### src/hdl/dfr_pkg.sv
// ---------------------------------------------------------------------------
// dfr_pkg
// Shared constants, codes and types of the delimited frame receiver.
// ---------------------------------------------------------------------------
package dfr_pkg;

    // Frame store sizing: room for the frame, the end byte and the terminator
    localparam int FRAME_DEPTH = 32;
    localparam int STORE_DEPTH = FRAME_DEPTH + 2;
    localparam int ADDR_W      = $clog2(STORE_DEPTH);

    localparam int BYTE_W      = 8;
    localparam int CAP_W       = 16;
    localparam int STATUS_W    = 2;
    localparam int CTRL_W      = 2;
    localparam int CFG_IDX_W   = 3;
    localparam int CFG_DATA_W  = 8;
    localparam int IN_DATA_W   = BYTE_W + CAP_W;

    typedef logic [ADDR_W-1:0] addr_t;

    // Register indexes on the configuration channel
    localparam logic [CFG_IDX_W-1:0] REG_CONTROL_MODE = 3'd0;
    localparam logic [CFG_IDX_W-1:0] REG_MANUAL_START = 3'd1;
    localparam logic [CFG_IDX_W-1:0] REG_MANUAL_END   = 3'd2;
    localparam logic [CFG_IDX_W-1:0] REG_AUTO_START   = 3'd3;
    localparam logic [CFG_IDX_W-1:0] REG_AUTO_END     = 3'd4;

    // control_mode codes
    localparam logic [CTRL_W-1:0] CTRL_IGNORE = 2'd0;
    localparam logic [CTRL_W-1:0] CTRL_MANUAL = 2'd1;
    localparam logic [CTRL_W-1:0] CTRL_AUTO   = 2'd2;

    // Input word kinds
    localparam logic IN_RX_BYTE = 1'b0;
    localparam logic IN_READ    = 1'b1;

    // Read status codes
    localparam logic [STATUS_W-1:0] ST_OK       = 2'd0;
    localparam logic [STATUS_W-1:0] ST_NO_FRAME = 2'd1;
    localparam logic [STATUS_W-1:0] ST_TOO_BIG  = 2'd2;

    typedef struct packed {
        logic [CTRL_W-1:0] control_mode;
        logic [BYTE_W-1:0] manual_start;
        logic [BYTE_W-1:0] manual_end;
        logic [BYTE_W-1:0] auto_start;
        logic [BYTE_W-1:0] auto_end;
    } cfg_t;

    typedef struct packed {
        logic [BYTE_W-1:0]   data;
        logic [STATUS_W-1:0] status;
        logic                last;
    } item_t;

    typedef struct packed {
        logic  push;
        item_t item;
    } push_t;

    typedef struct packed {
        logic [1:0] count;
        logic       pop;
    } fifo_level_t;

    typedef enum logic [1:0] {
        S_IDLE,
        S_TERM,
        S_READ
    } ctrl_state_t;

endpackage

### src/hdl/delimited_frame_receiver.sv
// ---------------------------------------------------------------------------
// delimited_frame_receiver
// Gathers received bytes into start/end delimited frames and hands them out.
// ---------------------------------------------------------------------------
//
//  Channel   Direction  Handshake                  Carries
//  s_axis    in         s_axis_tvalid/tready       received byte or frame read
//  m_axis    out        m_axis_tvalid/tready       frame byte or read status
//  cfg       in         cfg_valid/cfg_ready        register index and data
//
//  An end byte is followed by a terminator write, as the end byte and the zero
//  terminator go through the single write port of the frame store.
//  A read that yields a status pushes it straight into the output buffer. A
//  read of a frame starts, issues one store read per byte while the buffer has
//  room, and the last read then lands in the output buffer.
//  Reset clears the control state only; the frame store has no clearing pass
//  and every byte a read returns was written before it.
//  Stalls: a two-word output buffer decouples the output; store reads are
//  issued only when the buffer has room, so m_axis_tready may drop anywhere.
//
module delimited_frame_receiver (
    input  logic                                clk,
    input  logic                                rst_n,
    // Input words
    input  logic                                s_axis_tvalid,
    output logic                                s_axis_tready,
    input  logic [dfr_pkg::IN_DATA_W-1:0]       s_axis_tdata,   // rx_byte[7:0], read_capacity[23:8]
    input  logic                                s_axis_tuser,   // mode[0]
    // Result words
    output logic                                m_axis_tvalid,
    input  logic                                m_axis_tready,
    output logic [dfr_pkg::BYTE_W-1:0]          m_axis_tdata,   // out_byte[7:0]
    output logic [dfr_pkg::STATUS_W-1:0]        m_axis_tuser,   // read_status[1:0]
    output logic                                m_axis_tlast,
    // Configuration writes
    input  logic                                cfg_valid,
    output logic                                cfg_ready,
    input  logic [dfr_pkg::CFG_IDX_W-1:0]       cfg_index,
    input  logic [dfr_pkg::CFG_DATA_W-1:0]      cfg_data
);

    dfr_pkg::cfg_t              cfg;
    dfr_pkg::fifo_level_t       level;
    dfr_pkg::push_t             push;
    dfr_pkg::item_t             head;
    logic                       mem_we;
    dfr_pkg::addr_t             mem_waddr;
    logic [dfr_pkg::BYTE_W-1:0] mem_wdata;
    logic                       mem_re;
    dfr_pkg::addr_t             mem_raddr;
    logic [dfr_pkg::BYTE_W-1:0] mem_rdata;

    // Delimiter and mode registers
    dfr_cfg_regs u_cfg_regs (
        .clk       (clk),
        .rst_n     (rst_n),
        .cfg_valid (cfg_valid),
        .cfg_ready (cfg_ready),
        .cfg_index (cfg_index),
        .cfg_data  (cfg_data),
        .cfg       (cfg)
    );

    // Assembly and read sequencing; owns every access to the store
    dfr_ctrl u_ctrl (
        .clk         (clk),
        .rst_n       (rst_n),
        .cfg         (cfg),
        .in_valid    (s_axis_tvalid),
        .in_ready    (s_axis_tready),
        .in_mode     (s_axis_tuser),
        .in_rx_byte  (s_axis_tdata[dfr_pkg::BYTE_W-1:0]),
        .in_capacity (s_axis_tdata[dfr_pkg::IN_DATA_W-1:dfr_pkg::BYTE_W]),
        .level       (level),
        .push        (push),
        .mem_we      (mem_we),
        .mem_waddr   (mem_waddr),
        .mem_wdata   (mem_wdata),
        .mem_re      (mem_re),
        .mem_raddr   (mem_raddr),
        .mem_rdata   (mem_rdata)
    );

    // Frame store: frame bytes, end byte and terminator
    dfr_ram #(
        .WIDTH (dfr_pkg::BYTE_W),
        .DEPTH (dfr_pkg::STORE_DEPTH)
    ) u_frame_store (
        .clk   (clk),
        .we    (mem_we),
        .waddr (mem_waddr),
        .wdata (mem_wdata),
        .re    (mem_re),
        .raddr (mem_raddr),
        .rdata (mem_rdata)
    );

    // Hold results until the output side takes them
    dfr_out_fifo u_out_fifo (
        .clk       (clk),
        .rst_n     (rst_n),
        .push      (push),
        .out_ready (m_axis_tready),
        .out_valid (m_axis_tvalid),
        .head      (head),
        .level     (level)
    );

    assign m_axis_tdata = head.data;
    assign m_axis_tuser = head.status;
    assign m_axis_tlast = head.last;

endmodule

### src/hdl/dfr_ram.sv
// ---------------------------------------------------------------------------
// dfr_ram
// Generic single-write, single-read RAM with registered read data.
// ---------------------------------------------------------------------------
module dfr_ram #(
    parameter int WIDTH = 8,
    parameter int DEPTH = 34
) (
    input  logic                     clk,
    input  logic                     we,
    input  logic [$clog2(DEPTH)-1:0] waddr,
    input  logic [WIDTH-1:0]         wdata,
    input  logic                     re,
    input  logic [$clog2(DEPTH)-1:0] raddr,
    output logic [WIDTH-1:0]         rdata
);

    logic [WIDTH-1:0] mem [DEPTH];

    always_ff @(posedge clk)
    begin
        if (we)
        begin
            mem[waddr] <= wdata;
        end
        if (re)
        begin
            rdata <= mem[raddr];
        end
    end

endmodule

### src/hdl/dfr_cfg_regs.sv
// ---------------------------------------------------------------------------
// dfr_cfg_regs
// Configuration register file written over the configuration channel.
// ---------------------------------------------------------------------------
module dfr_cfg_regs (
    input  logic                             clk,
    input  logic                             rst_n,
    input  logic                             cfg_valid,
    output logic                             cfg_ready,
    input  logic [dfr_pkg::CFG_IDX_W-1:0]    cfg_index,
    input  logic [dfr_pkg::CFG_DATA_W-1:0]   cfg_data,
    output dfr_pkg::cfg_t                    cfg
);

    dfr_pkg::cfg_t cfg_reg;
    dfr_pkg::cfg_t cfg_next;

    assign cfg_ready = 1'b1;
    assign cfg       = cfg_reg;

    always_comb
    begin
        cfg_next = cfg_reg;
        if (cfg_valid)
        begin
            case (cfg_index)
                dfr_pkg::REG_CONTROL_MODE: cfg_next.control_mode = cfg_data[dfr_pkg::CTRL_W-1:0];
                dfr_pkg::REG_MANUAL_START: cfg_next.manual_start = cfg_data;
                dfr_pkg::REG_MANUAL_END:   cfg_next.manual_end   = cfg_data;
                dfr_pkg::REG_AUTO_START:   cfg_next.auto_start   = cfg_data;
                dfr_pkg::REG_AUTO_END:     cfg_next.auto_end     = cfg_data;
                default:                   cfg_next = cfg_reg;
            endcase
        end
    end

    always_ff @(posedge clk or negedge rst_n)
    begin
        if (!rst_n)
        begin
            cfg_reg <= '0;
        end
        else
        begin
            cfg_reg <= cfg_next;
        end
    end

endmodule

### src/hdl/dfr_out_fifo.sv
// ---------------------------------------------------------------------------
// dfr_out_fifo
// Two-entry result buffer between the frame reader and the output channel.
// ---------------------------------------------------------------------------
module dfr_out_fifo (
    input  logic                  clk,
    input  logic                  rst_n,
    input  dfr_pkg::push_t        push,
    input  logic                  out_ready,
    output logic                  out_valid,
    output dfr_pkg::item_t        head,
    output dfr_pkg::fifo_level_t  level
);

    dfr_pkg::item_t slot_reg [2];
    logic           wr_ptr_reg;
    logic           wr_ptr_next;
    logic           rd_ptr_reg;
    logic           rd_ptr_next;
    logic [1:0]     count_reg;
    logic [1:0]     count_next;
    logic           pop;

    assign out_valid   = (count_reg != 2'd0);
    assign pop         = out_valid && out_ready;
    assign head        = slot_reg[rd_ptr_reg];
    assign level.count = count_reg;
    assign level.pop   = pop;

    always_comb
    begin
        wr_ptr_next = wr_ptr_reg ^ push.push;
        rd_ptr_next = rd_ptr_reg ^ pop;
        count_next  = count_reg + 2'(push.push) - 2'(pop);
    end

    always_ff @(posedge clk)
    begin
        if (push.push)
        begin
            slot_reg[wr_ptr_reg] <= push.item;
        end
    end

    always_ff @(posedge clk or negedge rst_n)
    begin
        if (!rst_n)
        begin
            wr_ptr_reg <= 1'b0;
            rd_ptr_reg <= 1'b0;
            count_reg  <= 2'd0;
        end
        else
        begin
            wr_ptr_reg <= wr_ptr_next;
            rd_ptr_reg <= rd_ptr_next;
            count_reg  <= count_next;
        end
    end

endmodule

### src/hdl/dfr_ctrl.sv
// ---------------------------------------------------------------------------
// dfr_ctrl
// Frame assembly and read sequencing around the frame store.
// ---------------------------------------------------------------------------
module dfr_ctrl (
    input  logic                         clk,
    input  logic                         rst_n,
    input  dfr_pkg::cfg_t                cfg,
    input  logic                         in_valid,
    output logic                         in_ready,
    input  logic                         in_mode,
    input  logic [dfr_pkg::BYTE_W-1:0]   in_rx_byte,
    input  logic [dfr_pkg::CAP_W-1:0]    in_capacity,
    input  dfr_pkg::fifo_level_t         level,
    output dfr_pkg::push_t               push,
    output logic                         mem_we,
    output dfr_pkg::addr_t               mem_waddr,
    output logic [dfr_pkg::BYTE_W-1:0]   mem_wdata,
    output logic                         mem_re,
    output dfr_pkg::addr_t               mem_raddr,
    input  logic [dfr_pkg::BYTE_W-1:0]   mem_rdata
);

    dfr_pkg::ctrl_state_t state_reg, state_next;
    dfr_pkg::addr_t       fill_count_reg, fill_count_next;
    logic                 frame_open_reg, frame_open_next;
    logic                 frame_ready_reg, frame_ready_next;
    dfr_pkg::addr_t       ready_length_reg, ready_length_next;
    dfr_pkg::addr_t       rd_idx_reg, rd_idx_next;
    logic                 pending_reg, pending_next;
    logic                 pending_last_reg, pending_last_next;

    logic                       active;
    logic [dfr_pkg::BYTE_W-1:0] start_byte;
    logic [dfr_pkg::BYTE_W-1:0] end_byte;
    logic                       accept;
    logic [2:0]                 occupancy;
    logic                       room;
    logic                       final_read;

    always_comb
    begin
        case (cfg.control_mode)
            dfr_pkg::CTRL_MANUAL:
            begin
                active     = 1'b1;
                start_byte = cfg.manual_start;
                end_byte   = cfg.manual_end;
            end
            dfr_pkg::CTRL_AUTO:
            begin
                active     = 1'b1;
                start_byte = cfg.auto_start;
                end_byte   = cfg.auto_end;
            end
            default:
            begin
                active     = 1'b0;
                start_byte = cfg.manual_start;
                end_byte   = cfg.manual_end;
            end
        endcase
    end

    assign in_ready   = (state_reg == dfr_pkg::S_IDLE) && !pending_reg && (level.count < 2'd2);
    assign accept     = in_valid && in_ready;
    // Words in the buffer plus the one on its way from the store
    assign occupancy  = 3'(level.count) + 3'(pending_reg) - 3'(level.pop);
    assign room       = (occupancy < 3'd2);
    assign final_read = (rd_idx_reg == dfr_pkg::addr_t'(ready_length_reg - 1'b1));

    always_comb
    begin
        state_next        = state_reg;
        fill_count_next   = fill_count_reg;
        frame_open_next   = frame_open_reg;
        frame_ready_next  = frame_ready_reg;
        ready_length_next = ready_length_reg;
        rd_idx_next       = rd_idx_reg;
        pending_next      = 1'b0;
        pending_last_next = 1'b0;

        mem_we    = 1'b0;
        mem_waddr = fill_count_reg;
        mem_wdata = in_rx_byte;
        mem_re    = 1'b0;
        mem_raddr = rd_idx_reg;

        // Store data from the previous cycle's read lands in the buffer
        push.push        = pending_reg;
        push.item.data   = mem_rdata;
        push.item.status = dfr_pkg::ST_OK;
        push.item.last   = pending_last_reg;

        case (state_reg)
            dfr_pkg::S_IDLE:
            begin
                if (accept)
                begin
                    if (in_mode == dfr_pkg::IN_RX_BYTE)
                    begin
                        if (active)
                        begin
                            if (in_rx_byte == start_byte)
                            begin
                                mem_we           = 1'b1;
                                mem_waddr        = '0;
                                fill_count_next  = dfr_pkg::addr_t'(1);
                                frame_open_next  = 1'b1;
                                frame_ready_next = 1'b0;
                            end
                            else if (in_rx_byte == end_byte)
                            begin
                                // End byte goes in now, the terminator next cycle
                                mem_we            = 1'b1;
                                ready_length_next = dfr_pkg::addr_t'(fill_count_reg
                                                    + dfr_pkg::addr_t'(2));
                                frame_ready_next  = 1'b1;
                                fill_count_next   = '0;
                                frame_open_next   = 1'b0;
                                state_next        = dfr_pkg::S_TERM;
                            end
                            else if (frame_open_reg)
                            begin
                                if (fill_count_reg < dfr_pkg::addr_t'(dfr_pkg::FRAME_DEPTH - 1))
                                begin
                                    mem_we          = 1'b1;
                                    fill_count_next = dfr_pkg::addr_t'(fill_count_reg + 1'b1);
                                end
                                else
                                begin
                                    // Overlong frame: drop it
                                    fill_count_next = '0;
                                    frame_open_next = 1'b0;
                                end
                            end
                        end
                    end
                    else
                    begin
                        if (!frame_ready_reg)
                        begin
                            push.push        = 1'b1;
                            push.item.data   = '0;
                            push.item.status = dfr_pkg::ST_NO_FRAME;
                            push.item.last   = 1'b1;
                        end
                        else
                        begin
                            frame_ready_next = 1'b0;
                            if (dfr_pkg::CAP_W'(ready_length_reg) > in_capacity)
                            begin
                                push.push        = 1'b1;
                                push.item.data   = '0;
                                push.item.status = dfr_pkg::ST_TOO_BIG;
                                push.item.last   = 1'b1;
                            end
                            else
                            begin
                                rd_idx_next = '0;
                                state_next  = dfr_pkg::S_READ;
                            end
                        end
                    end
                end
            end
            dfr_pkg::S_TERM:
            begin
                mem_we     = 1'b1;
                mem_waddr  = dfr_pkg::addr_t'(ready_length_reg - 1'b1);
                mem_wdata  = '0;
                state_next = dfr_pkg::S_IDLE;
            end
            dfr_pkg::S_READ:
            begin
                if (room)
                begin
                    mem_re            = 1'b1;
                    pending_next      = 1'b1;
                    pending_last_next = final_read;
                    rd_idx_next       = dfr_pkg::addr_t'(rd_idx_reg + 1'b1);
                    if (final_read)
                    begin
                        state_next = dfr_pkg::S_IDLE;
                    end
                end
            end
            default:
            begin
                state_next = dfr_pkg::S_IDLE;
            end
        endcase
    end

    always_ff @(posedge clk or negedge rst_n)
    begin
        if (!rst_n)
        begin
            state_reg        <= dfr_pkg::S_IDLE;
            fill_count_reg   <= '0;
            frame_open_reg   <= 1'b0;
            frame_ready_reg  <= 1'b0;
            ready_length_reg <= '0;
            rd_idx_reg       <= '0;
            pending_reg      <= 1'b0;
            pending_last_reg <= 1'b0;
        end
        else
        begin
            state_reg        <= state_next;
            fill_count_reg   <= fill_count_next;
            frame_open_reg   <= frame_open_next;
            frame_ready_reg  <= frame_ready_next;
            ready_length_reg <= ready_length_next;
            rd_idx_reg       <= rd_idx_next;
            pending_reg      <= pending_next;
            pending_last_reg <= pending_last_next;
        end
    end

endmodule

### config.mk
export PLATFORM = sky130hd
export DESIGN_NAME = delimited_frame_receiver
export DESIGN_NICKNAME = d
export VERILOG_FILES = /design/src/hdl/dfr_pkg.sv /design/src/hdl/delimited_frame_receiver.sv /design/src/hdl/dfr_ram.sv /design/src/hdl/dfr_cfg_regs.sv /design/src/hdl/dfr_out_fifo.sv /design/src/hdl/dfr_ctrl.sv
export SDC_FILE = /design/constraint.sdc
export NUM_CORES = 1
export LEC_CHECK = 0
export BUFFER_PORTS_ARGS = -buffer_cell sky130_fd_sc_hd__buf_2
export CAP_MARGIN = 20
export CORE_UTILIZATION = 55
export CTS_CLUSTER_SIZE = 40
export DETAILED_ROUTE_END_ITERATION = 10
export PLACE_DENSITY = 0.72
export SYNTH_ARGS = -nofsm -noshare
export SYNTH_HDL_FRONTEND = slang
export SYNTH_HIERARCHICAL = 1
export SYNTH_SLANG_ARGS = --single-unit
### constraint.sdc
create_clock -name clk -period 10 [get_ports clk]
set_clock_uncertainty 0.05 [all_clocks]
set_input_delay 0.5 -clock clk [delete_from_list [all_inputs] [get_ports clk]]
set_output_delay 0.5 -clock clk [all_outputs]
set_load 0.02 [all_outputs]
==> impl_metrics.py <==
metrics = {
    "logic_synthesis": {
        "synth.most_common_cell": "edfxtp_1",
        "synth-adder-area-share_pct": 1.381,
        "synth-edff-count": 302,
        "yosysSeqAreaShare_pct": 66.62,
        "synth.area.mux_share_pct": 13.91,
        "synth_area_sq_um": 15940,
        "syn_inst": 1005,
        "async_flop_share_pct": 17.03,
        "synth.largest_area_cell": "edfxtp_1",
        "synthTopCellsByArea": "edfxtp_1 57%, dfrtp_1 9.7%, mux2i_1 9.3%, mux2_2 3.4%, a22oi_1 1.8%",
        "ys.flop_type": "edfxtp_1",
        "syn_nets": 1063,
        "avgSynthCellArea_sq_um": 15.86,
        "yosys_warnings": 6,
        "synth-seq-cells": 364,
        "synthTopCellsByCount": "302 x edfxtp_1, 148 x mux2i_1, 62 x dfrtp_1",
        "synth_compound_area_share_pct": 7.465,
        "synth_top_family_by_area": "multiplexers",
        "yosys.area.top_type_share_pct": 56.89,
        "ys_types": 64,
        "synthSimpleGateAreaFrac_pct": 5.840,
        "synth-xor-area-share_pct": 1.813,
    },
    "placed_design": {
        "portBuffers": 53,
        "hpwl_um": 20890,
        "gp_congestion": 0.8251,
    },
    "worst_setup_path": {
        "required_ns": 10.09,
        "reg2reg_depth": 10,
        "regToRegEndpoint": "u_frame_store/mem[20][3]$_DFFE_PP_",
        "cp-end-kind": "flop",
        "max_stage_delay_ns": 0.80,
        "arrival_ns": 4.65,
        "r2r-start": "u_cfg_regs/cfg[32]$_DFFE_PN0P_",
        "reg2reg_slack_ns": 5.44,
        "cp_max_fo": 16,
        "crit_type": "reg2reg",
        "slowest_stage": "ha_1",
        "critPathLaunchType": "flop",
        "crit_path_cell_trace": "inv_1 -> ha_1 -> mux2i_1 -> xnor2_1 -> nor4_1 -> a41oi_1 -> or2_2 -> o2bb2ai_1 -> or3b_2 -> nor2_1",
    },
    "sta": {
        "finalSetupViolCount": 0,
        "post-route-period-util_pct": 45.58,
        "hold_viol_final": 0,
        "tightest_slew_ns": 1.018,
        "fin_setup_tns_ns": 0,
        "slew_headroom_pct": 32.16,
        "slew_violations": 0,
        "fmax_ghz": 0.2194,
        "period_minus_slack_ns": 4.558,
        "rsz0062_at_grt": "false",
    },
    "detailed_routing": {
        "routed_wl_um": 33190,
        "wl_per_cell_um": 22.70,
        "ant_nets": 0,
        "drc_errors": 0,
        "via_per_inst": 5.950,
        "dr.pass1.iters": 5,
        "drt-initial-drc-count": 991,
        "vias": 8699,
    },
    "final_layout": {
        "area_growth_pct": 10.35,
        "num_antenna_cells": 0,
        "fillers": 2047,
        "multi_input_area_sq_um": 4866,
        "largest_reg_flops": 272,
        "nets": 1113,
        "regArea_sq_um": 10620,
        "drive_above_1_share_pct": 21.03,
    },
    "worst_hold_path": {
        "holdCritPathClass": "in2async",
    },
    "global_route": {
        "grt_overflow": 0,
        "grt_max_degree": 68,
        "grt_first_pass_wirelength_um": 50600,
        "grt_use_total_pct": 23.26,
        "grt_pass1_vias": 8524,
        "antenna_found_initial": 0,
    },
    "floorplanning": {
        "die_x_um": 172.2,
        "initial_utilization_pct": 56.60,
        "io_pins": 55,
        "dieArea_sq_um": 29670,
        "core_area_sq_um": 28160,
        "die_y_um": 172.2,
        "rows": 61,
    },
    "clocking": {
        "numCtsBuffers": 37,
        "clk_pin_slew_ns": 0.06,
        "cts_root_buf": "clkbuf_16",
        "h-tree-depth": 2,
        "clock_sinks": 364,
        "cts_resized": 0,
        "ctsHoldBuffers": 0,
        "cts_setup_buffers": 0,
        "tritoncts": "built",
        "clk_path_buf_depth": 3,
        "insertion_delay_ns": 0.54,
    },
    "pwr": {
        "power_density_nw_per_um2": 230.5,
        "power_leakage_nw": 6.816,
        "power_w": 0.004055,
        "vdd_ir_drop_max_v": 0.0001484,
    },
    "flow_run": {
        "drv_cap": 0,
    },
    "status": {
        "outcome": "finished clean",
    },
}
[critical path: cells and delay by family (launching register included)]
kind | cells | cell delay [ns]
buffers and inverters | 1 | 0.05
AOI/OAI and AO/OA | 2 | 0.44
and+or+nand+nor | 4 | 2.08
adders and majority gates | 1 | 0.80
xor gates and xnor gates | 1 | 0.08
DFF | 1 | 0.37
muxes | 1 | 0.30
[cell usage in the layout (no fill, tap or decap), drive strengths merged, types with 8 or more instances in the layout]
cell type  instances
nor3               8
o41ai              8
nand2             24
a21oi             23
and2              11
ha                16
mux2              61
buf               61
edfxtp           302
inv               26
nor2              49
xnor2             28
nand2b            10
a22oi             38
clkbuf            49
nand3             10
o21ai             12
a22o              21
nor2b             13
o22ai              9
dfrtp             62
clkinv            11
a221oi            16
mux2i            148
[final cells by class]
cell class,count,area share [%]
Clock buffer,49,5.690
Clock inverter,19,1.131
Inverter,22,0.4695
Multi-Input combinational cell,569,27.66
Sequential cell,364,60.40
Tap cell,378,2.689
Timing Repair Buffer,61,1.963
[stage by stage]
| step | setup slack, ns | hold slack (ns) | instance area [sq um] | utilization (%) | instances |
|---|---|---|---|---|---|
| after floorplan | 6.419 | 0.1544 | 15940 | - | 1005 |
| after global placement | 5.640 | 0.4386 | 16360 | 58.10 | 1393 |
| after detailed placement | 5.539 | 0.4457 | 16360 | 58.10 | 1393 |
| after CTS | 5.501 | 0.1238 | 17560 | 62.36 | 1461 |
| after global routing | 5.227 | 0.1717 | 17590 | 62.46 | 1462 |
| final | 5.442 | 0.1033 | 17590 | 62.46 | 1462 |
[logic make-up (layout without fill, tap and decap cells)]
logic type | Yosys count | in the layout
flip-flops | 364 | 364
multiplexers | 209 | 209
AND/OR/NAND/NOR | 164 | 164
AO/OA/AOI/OAI | 145 | 145
buffers and inverters | 72 | 151
XOR/XNOR | 33 | 33
adder cells (fa/ha/maj) | 17 | 17
other | 1 | 1
[how the worst max path moves through the flow]
stage / start / endpoint
finish: u_cfg_regs/cfg[32]$_DFFE_PN0P_ / u_frame_store/mem[20][3]$_DFFE_PP_
floorplan: u_out_fifo/count_reg[1]$_DFF_PN0_ / u_frame_store/mem[25][0]$_DFFE_PP_
CTS: u_cfg_regs/cfg[32]$_DFFE_PN0P_ / u_frame_store/mem[20][3]$_DFFE_PP_
global placement: u_cfg_regs/cfg[32]$_DFFE_PN0P_ / u_frame_store/mem[20][2]$_DFFE_PP_
global route: u_cfg_regs/cfg[32]$_DFFE_PN0P_ / u_frame_store/mem[4][3]$_DFFE_PP_
detailed placement: u_cfg_regs/cfg[32]$_DFFE_PN0P_ / u_frame_store/mem[4][4]$_DFFE_PP_
[metal layers]
metal	wire [um]	part of all wire, %	up-vias	track usage (%)
li1	-	-	3984	-
met5	37	0.11	-	1.043
met3	2058	6.2	74	4.257
met1	14410	43	4324	32.07
met4	1015	3.1	2	8.426
met2	15660	47	315	36.97
[power breakdown]
part | total (W) | switching (W) | internal (W)
sequential | 0.00181 | 0.0000882 | 0.00172
combinational | 0.000899 | 0.000516 | 0.000383
clock | 0.00135 | 0.000556 | 0.000791
No activity file was read; power rests on OpenSTA's default activity.
